### src/rtl/core/buffer_pool_with_ready_queue_macros.svh
// Assertion macros for the buffer pool.
`ifndef BUFFER_POOL_WITH_READY_QUEUE_MACROS_SVH
`define BUFFER_POOL_WITH_READY_QUEUE_MACROS_SVH
`ifndef ASSERT_OFF
`define BPQ_ASSERT_IMP(label, clk, rst_n, ante, cons) \
	label: assert property (@(posedge clk) disable iff (!rst_n) (ante) |-> (cons)) \
	else $error("bpq assertion failed");
`define BPQ_ASSERT_NXT(label, clk, rst_n, ante, cons) \
	label: assert property (@(posedge clk) disable iff (!rst_n) (ante) |=> (cons)) \
	else $error("bpq assertion failed");
`else
`define BPQ_ASSERT_IMP(label, clk, rst_n, ante, cons)
`define BPQ_ASSERT_NXT(label, clk, rst_n, ante, cons)
`endif
`endif

### src/rtl/core/bpq_pkg.sv
`default_nettype none
package bpq_pkg;
	localparam int MaxBuffers = 256;
	localparam int IdxW       = 8;
	localparam int LinkW      = 9;
	localparam int AlignBits  = 3;

	localparam logic [2:0] OP_ALLOC = 3'd0;
	localparam logic [2:0] OP_FREE  = 3'd1;
	localparam logic [2:0] OP_PUSH  = 3'd2;
	localparam logic [2:0] OP_POP   = 3'd3;
	localparam logic [2:0] OP_LAST  = 3'd4;

	localparam logic [1:0] ST_OK        = 2'd0;
	localparam logic [1:0] ST_NONE      = 2'd1;
	localparam logic [1:0] ST_BAD       = 2'd2;
	localparam logic [1:0] ST_NOT_OWNED = 2'd3;

	localparam logic CFG_COUNT = 1'b0;
	localparam logic CFG_SIZE  = 1'b1;
endpackage
`default_nettype wire

### src/rtl/core/buffer_pool_with_ready_queue.sv
// Channel  Dir  Signals                 Contents
// s_axis   in   tvalid/tready/tdata     opcode[2:0], byte_offset[26:3]
// m_axis   out  tvalid/tready/tdata     status[1:0], buffer_index[9:2], buffer_offset[33:10]
// cfg      in   valid/ready/index/data  register index, write data
// One transaction at a time in the core. Free and push pass through the bit-serial
// divider (24 steps), check, link/flag read, write-back and result load; a push onto
// a non-empty ready queue adds a tail-link step. A bad address stops after the check;
// alloc and pop skip the divider and check; none, set_last and unused go straight to
// the result load. A rebuild after reset or any config write sweeps the link memory,
// during which no stream input is taken. The result register frees the core once
// loaded; a held result stalls the core only when the next result is ready to load.
`default_nettype none
module buffer_pool_with_ready_queue (
	input  wire logic        clk,
	input  wire logic        arst_n,
	input  wire logic        s_axis_tvalid,
	output logic             s_axis_tready,
	input  wire logic [31:0] s_axis_tdata,   // opcode, byte_offset
	output logic             m_axis_tvalid,
	input  wire logic        m_axis_tready,
	output logic [39:0]      m_axis_tdata,   // status, buffer_index, buffer_offset
	input  wire logic        cfg_valid,
	output logic             cfg_ready,
	input  wire logic        cfg_index,
	input  wire logic [15:0] cfg_data
);
	typedef enum logic [3:0] {
		S_CLEAR, S_IDLE, S_DIV, S_CHK, S_RD, S_UPD, S_TAIL, S_OUT
	} state_t;

	state_t state_q;
	logic [8:0]  count_q;
	logic [15:0] size_q;
	logic [16:0] asize;
	logic [8:0]  clr_q;
	logic [2:0]  op_q;
	logic [23:0] dvd_q;
	logic [23:0] rem_q;
	logic [23:0] quo_q;
	logic [4:0]  step_q;
	logic [7:0]  idx_q;
	logic [8:0]  free_head_q;
	logic        free_empty_q;
	logic [7:0]  ready_head_q;
	logic [7:0]  ready_tail_q;
	logic        ready_empty_q;
	logic        last_q;
	logic [1:0]  st_q;
	logic        show_q;
	logic        outv_q;
	logic [39:0] outd_q;

	// Link and ownership memories, one read port each, registered read.
	logic [8:0] link_mem [bpq_pkg::MaxBuffers];
	logic       flag_mem [bpq_pkg::MaxBuffers];
	logic [8:0] link_rd_q;
	logic       flag_rd_q;
	logic       lwe, fwe, fwd;
	logic [7:0] la, fa, ra;
	logic [8:0] ld;

	assign asize = (17'(size_q) + 17'd7) & ~17'd7;
	assign s_axis_tready = (state_q == S_IDLE) && !cfg_valid;
	assign cfg_ready = (state_q == S_IDLE) || (state_q == S_CLEAR);
	assign m_axis_tvalid = outv_q;
	assign m_axis_tdata = outd_q;

	// Divider step: restoring, one quotient bit per cycle.
	logic [24:0] trial;
	logic [24:0] prod;
	assign trial = {rem_q, dvd_q[23]} - {8'd0, asize};
	assign prod = 25'(idx_q) * 25'(asize);

	always_ff @(posedge clk) begin
		if (lwe) link_mem[la] <= ld;
		if (fwe) flag_mem[fa] <= fwd;
		link_rd_q <= link_mem[ra];
		flag_rd_q <= flag_mem[ra];
	end

	// Memory write control; free and push write back only for an owned buffer.
	always_comb begin
		lwe = 1'b0; fwe = 1'b0; fwd = 1'b0;
		la = idx_q; fa = idx_q; ld = 9'd256; ra = idx_q;
		case (state_q)
			S_CLEAR: begin
				lwe = 1'b1; fwe = 1'b1; la = clr_q[7:0]; fa = clr_q[7:0];
				ld = ((clr_q + 9'd1) < count_q) ? clr_q + 9'd1 : 9'd256;
			end
			S_IDLE: ra = (s_axis_tdata[2:0] == bpq_pkg::OP_POP)
				? ready_head_q : free_head_q[7:0];
			S_UPD: begin
				fwe = (op_q == bpq_pkg::OP_ALLOC) || (op_q == bpq_pkg::OP_POP) || flag_rd_q;
				fwd = (op_q == bpq_pkg::OP_ALLOC) || (op_q == bpq_pkg::OP_POP);
				if (op_q == bpq_pkg::OP_FREE) begin
					lwe = flag_rd_q; ld = free_empty_q ? 9'd256 : free_head_q;
				end else if (op_q == bpq_pkg::OP_PUSH) begin
					lwe = flag_rd_q; ld = 9'd256;
				end
			end
			S_TAIL: begin
				lwe = 1'b1; la = ready_tail_q; ld = {1'b0, idx_q};
			end
			default: ;
		endcase
	end

	always_ff @(posedge clk or negedge arst_n) begin
		if (!arst_n) begin
			state_q <= S_CLEAR; count_q <= '0; size_q <= '0; clr_q <= '0;
			free_head_q <= '0; free_empty_q <= 1'b1; ready_head_q <= '0;
			ready_tail_q <= '0; ready_empty_q <= 1'b1; last_q <= 1'b0;
			outv_q <= 1'b0; op_q <= '0; step_q <= '0;
			dvd_q <= '0; rem_q <= '0; quo_q <= '0; idx_q <= '0;
			st_q <= '0; show_q <= 1'b0; outd_q <= '0;
		end else begin
			if (outv_q && m_axis_tready) outv_q <= 1'b0;
			if (cfg_valid && cfg_ready) begin
				if (cfg_index == bpq_pkg::CFG_COUNT) count_q <= cfg_data[8:0];
				else size_q <= cfg_data;
				state_q <= S_CLEAR; clr_q <= '0;
				free_head_q <= '0; ready_head_q <= '0; ready_tail_q <= '0;
				ready_empty_q <= 1'b1; last_q <= 1'b0;
				free_empty_q <= (cfg_index == bpq_pkg::CFG_COUNT)
					? (cfg_data[8:0] == 9'd0) : (count_q == 9'd0);
			end else begin
				case (state_q)
					S_CLEAR: begin
						if (count_q > 9'd256) count_q <= 9'd256;
						clr_q <= clr_q + 9'd1;
						if (clr_q == 9'd255) state_q <= S_IDLE;
					end
					S_IDLE: if (s_axis_tvalid && s_axis_tready) begin
						op_q <= (s_axis_tdata[2:0] == bpq_pkg::OP_PUSH && last_q)
							? bpq_pkg::OP_FREE : s_axis_tdata[2:0];
						dvd_q <= s_axis_tdata[26:3]; rem_q <= '0; step_q <= '0;
						idx_q <= (s_axis_tdata[2:0] == bpq_pkg::OP_POP)
							? ready_head_q : free_head_q[7:0];
						st_q <= bpq_pkg::ST_NONE; show_q <= 1'b0;
						case (s_axis_tdata[2:0])
							bpq_pkg::OP_ALLOC: state_q <= (last_q || free_empty_q)
								? S_OUT : S_RD;
							bpq_pkg::OP_FREE, bpq_pkg::OP_PUSH: state_q <= S_DIV;
							bpq_pkg::OP_POP: state_q <= ready_empty_q ? S_OUT : S_RD;
							bpq_pkg::OP_LAST: begin
								last_q <= 1'b1; st_q <= bpq_pkg::ST_OK; state_q <= S_OUT;
							end
							default: state_q <= S_OUT;
						endcase
					end
					S_DIV: begin
						if (!trial[24]) rem_q <= trial[23:0];
						else rem_q <= {rem_q[22:0], dvd_q[23]};
						quo_q <= {quo_q[22:0], !trial[24]};
						dvd_q <= {dvd_q[22:0], 1'b0};
						step_q <= step_q + 5'd1;
						if (step_q == 5'd23) state_q <= S_CHK;
					end
					S_CHK: begin
						idx_q <= quo_q[7:0];
						if (asize == 17'd0 || rem_q != 24'd0 || quo_q >= 24'(count_q)) begin
							st_q <= bpq_pkg::ST_BAD; state_q <= S_OUT;
						end else state_q <= S_RD;
					end
					S_RD: state_q <= S_UPD;
					S_UPD: begin
						st_q <= bpq_pkg::ST_OK; show_q <= 1'b1; state_q <= S_OUT;
						case (op_q)
							bpq_pkg::OP_ALLOC: begin
								free_head_q <= link_rd_q;
								free_empty_q <= link_rd_q[8];
							end
							bpq_pkg::OP_POP: begin
								if (idx_q == ready_tail_q) ready_empty_q <= 1'b1;
								else ready_head_q <= link_rd_q[7:0];
							end
							default: if (!flag_rd_q) begin
								st_q <= bpq_pkg::ST_NOT_OWNED;
							end else if (op_q == bpq_pkg::OP_FREE) begin
								free_head_q <= {1'b0, idx_q}; free_empty_q <= 1'b0;
							end else begin
								ready_empty_q <= 1'b0;
								if (ready_empty_q) begin
									ready_head_q <= idx_q; ready_tail_q <= idx_q;
								end else state_q <= S_TAIL;
							end
						endcase
					end
					// old tail links to the pushed buffer, then it becomes the tail
					S_TAIL: begin
						ready_tail_q <= idx_q; state_q <= S_OUT;
					end
					S_OUT: if (!outv_q) begin
						outv_q <= 1'b1;
						outd_q <= {6'd0, show_q ? prod[23:0] : 24'd0,
							show_q ? idx_q : 8'd0, st_q};
						state_q <= S_IDLE;
					end
					default: state_q <= S_IDLE;
				endcase
			end
		end
	end

	// Interface checks.
	logic out_bad;
	assign out_bad = outv_q && (outd_q[1:0] == bpq_pkg::ST_BAD);
	`include "buffer_pool_with_ready_queue_macros.svh"
	`BPQ_ASSERT_IMP(a_no_in_clear, clk, arst_n, state_q == S_CLEAR, !s_axis_tready)
	`BPQ_ASSERT_NXT(a_out_hold, clk, arst_n, outv_q && !m_axis_tready, outv_q)
	`BPQ_ASSERT_IMP(a_bad_zero, clk, arst_n, out_bad, outd_q[33:2] == 32'd0)
endmodule
`default_nettype wire
### config.mk
export PLATFORM = sky130hd
export DESIGN_NAME = buffer_pool_with_ready_queue
export DESIGN_NICKNAME = d
export VERILOG_FILES = /design/src/rtl/core/bpq_pkg.sv /design/src/rtl/core/buffer_pool_with_ready_queue.sv
export VERILOG_INCLUDE_DIRS = /design/src /design/src/rtl/core
export SDC_FILE = /design/constraint.sdc
export NUM_CORES = 2
export LEC_CHECK = 0
export ABC_CLOCK_PERIOD_IN_PS = 15250
export BUFFER_PORTS_ARGS = -buffer_cell sky130_fd_sc_hd__buf_4
export CAP_MARGIN = 20
export CORE_UTILIZATION = 30
export CTS_CLUSTER_DIAMETER = 40
export DETAILED_ROUTE_END_ITERATION = 10
export PLACE_DENSITY = 0.46
export SLEW_MARGIN = 5
export SYNTH_ARGS = -nofsm -noshare
export SYNTH_HDL_FRONTEND = slang
export SYNTH_SLANG_ARGS = --single-unit
### constraint.sdc
create_clock -name clk -period 15.25 [get_ports clk]
set_input_delay 3.8125 -clock clk [delete_from_list [all_inputs] [get_ports clk]]
set_output_delay 3.8125 -clock clk [all_outputs]
set_load 0.05 [all_outputs]
; ---- Word-level counts from Yosys, hierarchy flattened
; Memory sizes are Yosys's and may differ from the RTL's. A register that Yosys moved wholly into a read port is not among the register bits.
; Index checks and enable logic that the tools add are counted.
; W data, S select, Z words.
[totals]
regBits = 192
ram_bits = 2560
in_bits = 54
output_inout_bits = 43
word_cells = 210
n_memories = 2
[mem_list]
columns = name, depth, width, rd, rd_ports_with_merged_regs, write_ports, line_no
row1 = link_mem, 256, 9, 1, 1, 1, buffer_pool_with_ready_queue.sv:54  ; logic [8:0] link_mem [bpq_pkg::MaxBuffers];
row2 = flag_mem, 256, 1, 1, 1, 1, buffer_pool_with_ready_queue.sv:55  ; logic flag_mem [bpq_pkg::MaxBuffers];
[op_classes]
n_addsub = 4
multipliers = 1
magnitude_cmp = 3
eq_ne = 33
n_mux = 92
bitwise = 2
reduce_logical = 53
[op_table]
columns = cell, count
row1 = $mux W9, 13
row2 = $mux W8, 13
row3 = $mux W24, 4
row4 = $pmux W24 S2, 2
row5 = $pmux W8 S2, 4
row6 = $pmux W4 S8, 1
row7 = $mux W1, 31
row8 = $pmux W9 S3, 1
row9 = $sub A25 B17 Y25, 1
row10 = $ge A24 B9 Y1, 1
row11 = $ne A3 B3 Y1 const B, 8
row12 = $reduce_bool A24 Y1, 1
row13 = $mul A8 B14 Y21, 1
row14 = $reduce_and A3 Y1, 7
row15 = $mux W4, 5
row16 = $logic_not A9 Y1, 2
row17 = $pmux W9 S2, 1
row18 = $reduce_bool A2 Y1, 9
row19 = $reduce_bool A3 Y1, 6
row20 = $add A16 B3 Y17 const B, 1
row21 = $logic_not A17 Y1, 1
row22 = $eq A4 B3 Y1 const B, 4
row23 = $mux W2, 7
row24 = $eq A3 B2 Y1 const B, 4
row25 = 31 further kinds, 60

; ---- Logic depth before layout (Yosys ltp)
[depth]
word_depth = 7
depth_mapped = 22
depth_no_buf = 22

; ---- Worst setup path after synthesis
; OpenSTA, ideal clock, no wires.
[synth_path]
path_type = flip-flop to flip-flop
start = register clr_q[0]
end = memory link_mem[0][5] (data pin)
setup_time_ps = 2187
arrival_ps = 12079
required_time_ps = 13063
setup_slack_ps = 984
path_stages_with_launch = 12
n_path_buf = 0
period_less_slack_ps = 14266
cell_sequence = dfrtp_1 > ha_1 > ha_1 > a21boi_0 > o21a_1 > o21a_1 > o21a_1 > o21a_1 > o21a_1 > o21ai_0 > a21oi_1 > o21ai_0
[synth_between]
elab_chain_cells = 4
[synth_lines]
columns = element, line_no
row1 = "start, declared", buffer_pool_with_ready_queue.sv:35  ; logic [8:0] clr_q;
row2 = "start signal, assigned", buffer_pool_with_ready_queue.sv:130  ; clr_q <= clr_q + 9'd1;
row3 = $add A9 B1 Y9 *, buffer_pool_with_ready_queue.sv:88  ; ld = ((clr_q + 9'd1) < count_q) ? clr_q + 9'd1 : 9'd256;
row4 = $lt A9 B9 Y1, buffer_pool_with_ready_queue.sv:88
row5 = $mux W9 *, buffer_pool_with_ready_queue.sv:88
row6 = $pmux W9 S3 *, buffer_pool_with_ready_queue.sv:85  ; case (state_q)
row7 = named net ld[5], buffer_pool_with_ready_queue.sv:60  ; logic [8:0] ld;
row8 = "end, declared", buffer_pool_with_ready_queue.sv:54
; The timed path passes the listed nets; every way through them passes the cells marked *.

; ---- Worst setup path after layout
[layout_path]
start = input port s_axis_tdata[2]
end = register link_rd_q[4] (read register of link_mem)
[layout_between]
elab_chain_cells = 3
[layout_lines]
columns = element, line_no
row1 = "start, declared", buffer_pool_with_ready_queue.sv:18  ; input wire logic [31:0] s_axis_tdata,
row2 = $eq A3 B2 Y1, buffer_pool_with_ready_queue.sv:90  ; S_IDLE: ra = (s_axis_tdata[2:0] == bpq_pkg::OP_POP)
row3 = $mux W8, buffer_pool_with_ready_queue.sv:91  ; ? ready_head_q : free_head_q[7:0];
row4 = $mux W8, buffer_pool_with_ready_queue.sv:85
row5 = "end, declared", buffer_pool_with_ready_queue.sv:56  ; logic [8:0] link_rd_q;
; No other way between the ends.
; A chain may end at the register's enable or synchronous reset.

==> impl_metrics.tcl <==
set metrics [dict create \
    critPathMaxFanout 62 \
    h-tree-depth 5 \
    drt_first_pass_iters 8 \
    hp-class "reg -> reg" \
    slew_viol_final 0 \
    regArea_um2 81800 \
    synth_fa_ha_area_frac 0.0207 \
    grtUsageMet3 0.0296 \
    maxCapViolations 0 \
    die-area_um2 383000 \
    pin_count 97 \
    drive_above_1_share 0.171 \
    numCtsBuffers 409 \
    tightest_slew_ns 1.29 \
    relSlewSlack 0.141 \
    met2_usage 0.272 \
    synth-seq-cells 2758 \
    vias 66600 \
    total_leakage_power_uw 0.0467 \
    root_buffer "clkbuf_16" \
    drc 0 \
    ant_nets 0 \
    final_cell_mix "edfxtp_1, nand2_1, nor2_1, clkbuf_16, mux4_2" \
    crit-reg2reg-capture "m_axis_tdata[32]" \
    syn_area_um2 114000 \
    required_ns 16.06 \
    post_cts_buffers 0 \
    hold_viol_final 0 \
    final_common_cell "edfxtp_1" \
    track_usage 0.169 \
    ys.flop_type "edfxtp_1" \
    routabilityCongestion 0.796 \
    finalClockSkew_ns 0.0584 \
    setup_viol 0 \
    grt_pass1_vias 66600 \
    endpoint_kind "flip-flop" \
    worstSkewPairLatency_ns 0.96 \
    vdd_drop_max_uv 103 \
    synth_simple_gate_area_frac 0.0918 \
    fp.dieH_um 619 \
    synth_edf_count 2560 \
    async_flop_share 0.0682 \
    start_util 0.301 \
    r2r_cells 22 \
    hold_buffers 0 \
    rows 226 \
    ys_warn_count 0 \
    grt_busiest_layer "met2" \
    hold_ws_ns 0.478 \
    drt_iter0_drc 5930 \
    wire_per_inst_um 25.3 \
    clock_sinks 2758 \
    core-area_um2 379000 \
    period_needed_ns 8.80 \
    final.setup.worst_slack_ns 6.45 \
    synth_top_family_by_area "simple AND/OR/NAND/NOR gates" \
    netlist_instances 7512 \
    synthMuxAreaShare 0.0846 \
    routed_wl_mm 330 \
    power_per_cell_area_nw_per_um2 136 \
    grt_pass1_wl_mm 476 \
    synth.distinct_cells 76 \
    yosys.area_share.xor_xnor 0.00498 \
    critical_path_class "in -> reg" \
    place_ws_ns 5.44 \
    cts_resized 0 \
    place_hpwl_mm 194 \
    yosysSeqAreaShare 0.716 \
    synth_compound_area_frac 0.0589 \
    status "complete, no violations" \
    rsz0062_at_grt "false" \
    multiInputGateArea_um2 30200 \
    clk_pin_slew_ns 0.06 \
    min_delay_path_depth 2 \
    min_from "m_axis_tdata[8]" \
    period_share 0.577 \
    io_buffers 82 \
    grt_max_degree 189 \
    routed_via_density 5.09 \
    fillers 35900 \
    r2r_slack_ns 8.86 \
    r2r-start "size_q[1]" \
    fmax_mhz 114 \
    cts_tree "yes" \
    fin_nets 7901 \
    area_growth_pct 18.3 \
    antenna_found_initial 19 \
    final.setup.tns_ns 0 \
    cp.arrival_ns 9.61 \
    die_x_um 619 \
    holdPathEnd "m_axis_tdata[8]" \
    startpoint_type "input port" \
    cts_buffer_depth 4 \
    grt_overflow 0 \
    avgSynthCellArea_um2 15.2 \
    gr-usage-met1 0.233 \
]
[cell usage after synthesis (41+ instances only)]
cell type / n / area, µm²
edfxtp_1: 2560 / 76900
nand2_1: 1131 / 4250
nor2_1: 621 / 2330
mux4_2: 316 / 7120
clkbuf_1: 304 / 1140
nand3_1: 236 / 1180
mux2i_1: 230 / 2300
a31oi_1: 190 / 1190
dfrtp_1: 186 / 4650
a22oi_1: 157 / 1180
inv_1: 133 / 499
and3_1: 122 / 763
buf_2: 122 / 611
nor2b_1: 83 / 519
o21ai_0: 81 / 405
a32oi_1: 78 / 683
a21oi_1: 77 / 385
ha_1: 74 / 926
fa_1: 72 / 1440
a22o_1: 61 / 534
nor3_1: 52 / 260
a211oi_1: 47 / 353
a221oi_1: 47 / 412
nand4_1: 46 / 288
xnor2_1: 41 / 359
[layout make-up]
cell class,instances,area share
diodes,6,0.000111
clock inverters,315,0.0268
inverters,133,0.00369
clock buffers,449,0.0781
multi-input cells,4136,0.223
well taps,5016,0.0464
repair buffers,263,0.0165
flip-flops and latches,2758,0.605
[power by group]
group	switching (µW)	internal [µW]	total (µW)	leakage (µW)
Combinational	325	92.3	417	0.0142
Sequential	26.7	8320	8350	0.0257
Clock	3590	6030	9620	0.00686
Total	3940	14400	18400	0.0467
[per-stage QoR]
stage,instances,total power (µW),utilization,cell area (µm²)
3_3_place_gp,12300,8910,0.319,121000
2_1_floorplan,7520,8760,-,114000
5_1_grt,13100,18900,0.357,135000
4_1_cts,13100,18600,0.356,135000
6_report,13100,18400,0.357,135000
3_5_place_dp,12300,8920,0.319,121000
[state kept, by name, indices dropped and copies added (netlist names), 2 cells and up]
name,cells
dvd_q,24
m_axis_tdata,31
count_q,9
op_q,3
quo_q,24
state_q,3
ready_tail_q,8
size_q,16
link_rd_q,9
free_head_q,9
st_q,2
clr_q,9
step_q,5
link_mem,2304
idx_q,8
flag_mem,256
rem_q,24
ready_head_q,8
[cells by family (layout without fill, tap and decap cells)]
kind of cell    count (synthesis)  count (layout)
mux                           568             568
fa+ha+maj                     146             146
simple gates                 2422            2422
other cells                     1              15
compound gates                926             926
flops                        2758            2758
buf+inv                       626            1160
xor+xnor                       65              65
[critical path, stage by stage]
cell	delay, ns
buf_4	0.16
nand3b_1	0.50
a211o_1	0.52
nand2_4	0.67
buf_12	0.43
buf_4	0.64
mux4_2	0.60
a22oi_1	0.35
nand2_1	0.19
nor3_1	0.64
o2111ai_1	0.21
or4_1	0.55
[how the worst max path moves through the flow]
stage	startpoint	end	slack [ns]	cells after the start
after global placement	s_axis_tdata[2]	link_rd_q[4]	5.48	12
after CTS	s_axis_tdata[2]	link_rd_q[4]	6.46	12
final	s_axis_tdata[2]	link_rd_q[4]	6.45	12
after global routing	s_axis_tdata[2]	link_rd_q[4]	6.22	12
after detailed placement	s_axis_tdata[2]	link_rd_q[4]	5.44	12
after floorplan	clr_q[0]	link_mem[0][5]	0.98	11
[per-layer routing]
| metal | vias up | part of all wire |
|---|---|---|
| met5 | - | 0.00011 |
| met4 | 6 | 0.029 |
| met3 | 502 | 0.063 |
| met2 | 2012 | 0.47 |
| met1 | 34800 | 0.44 |
| li1 | 29200 | - |
Power figures use the tool's default switching activity.
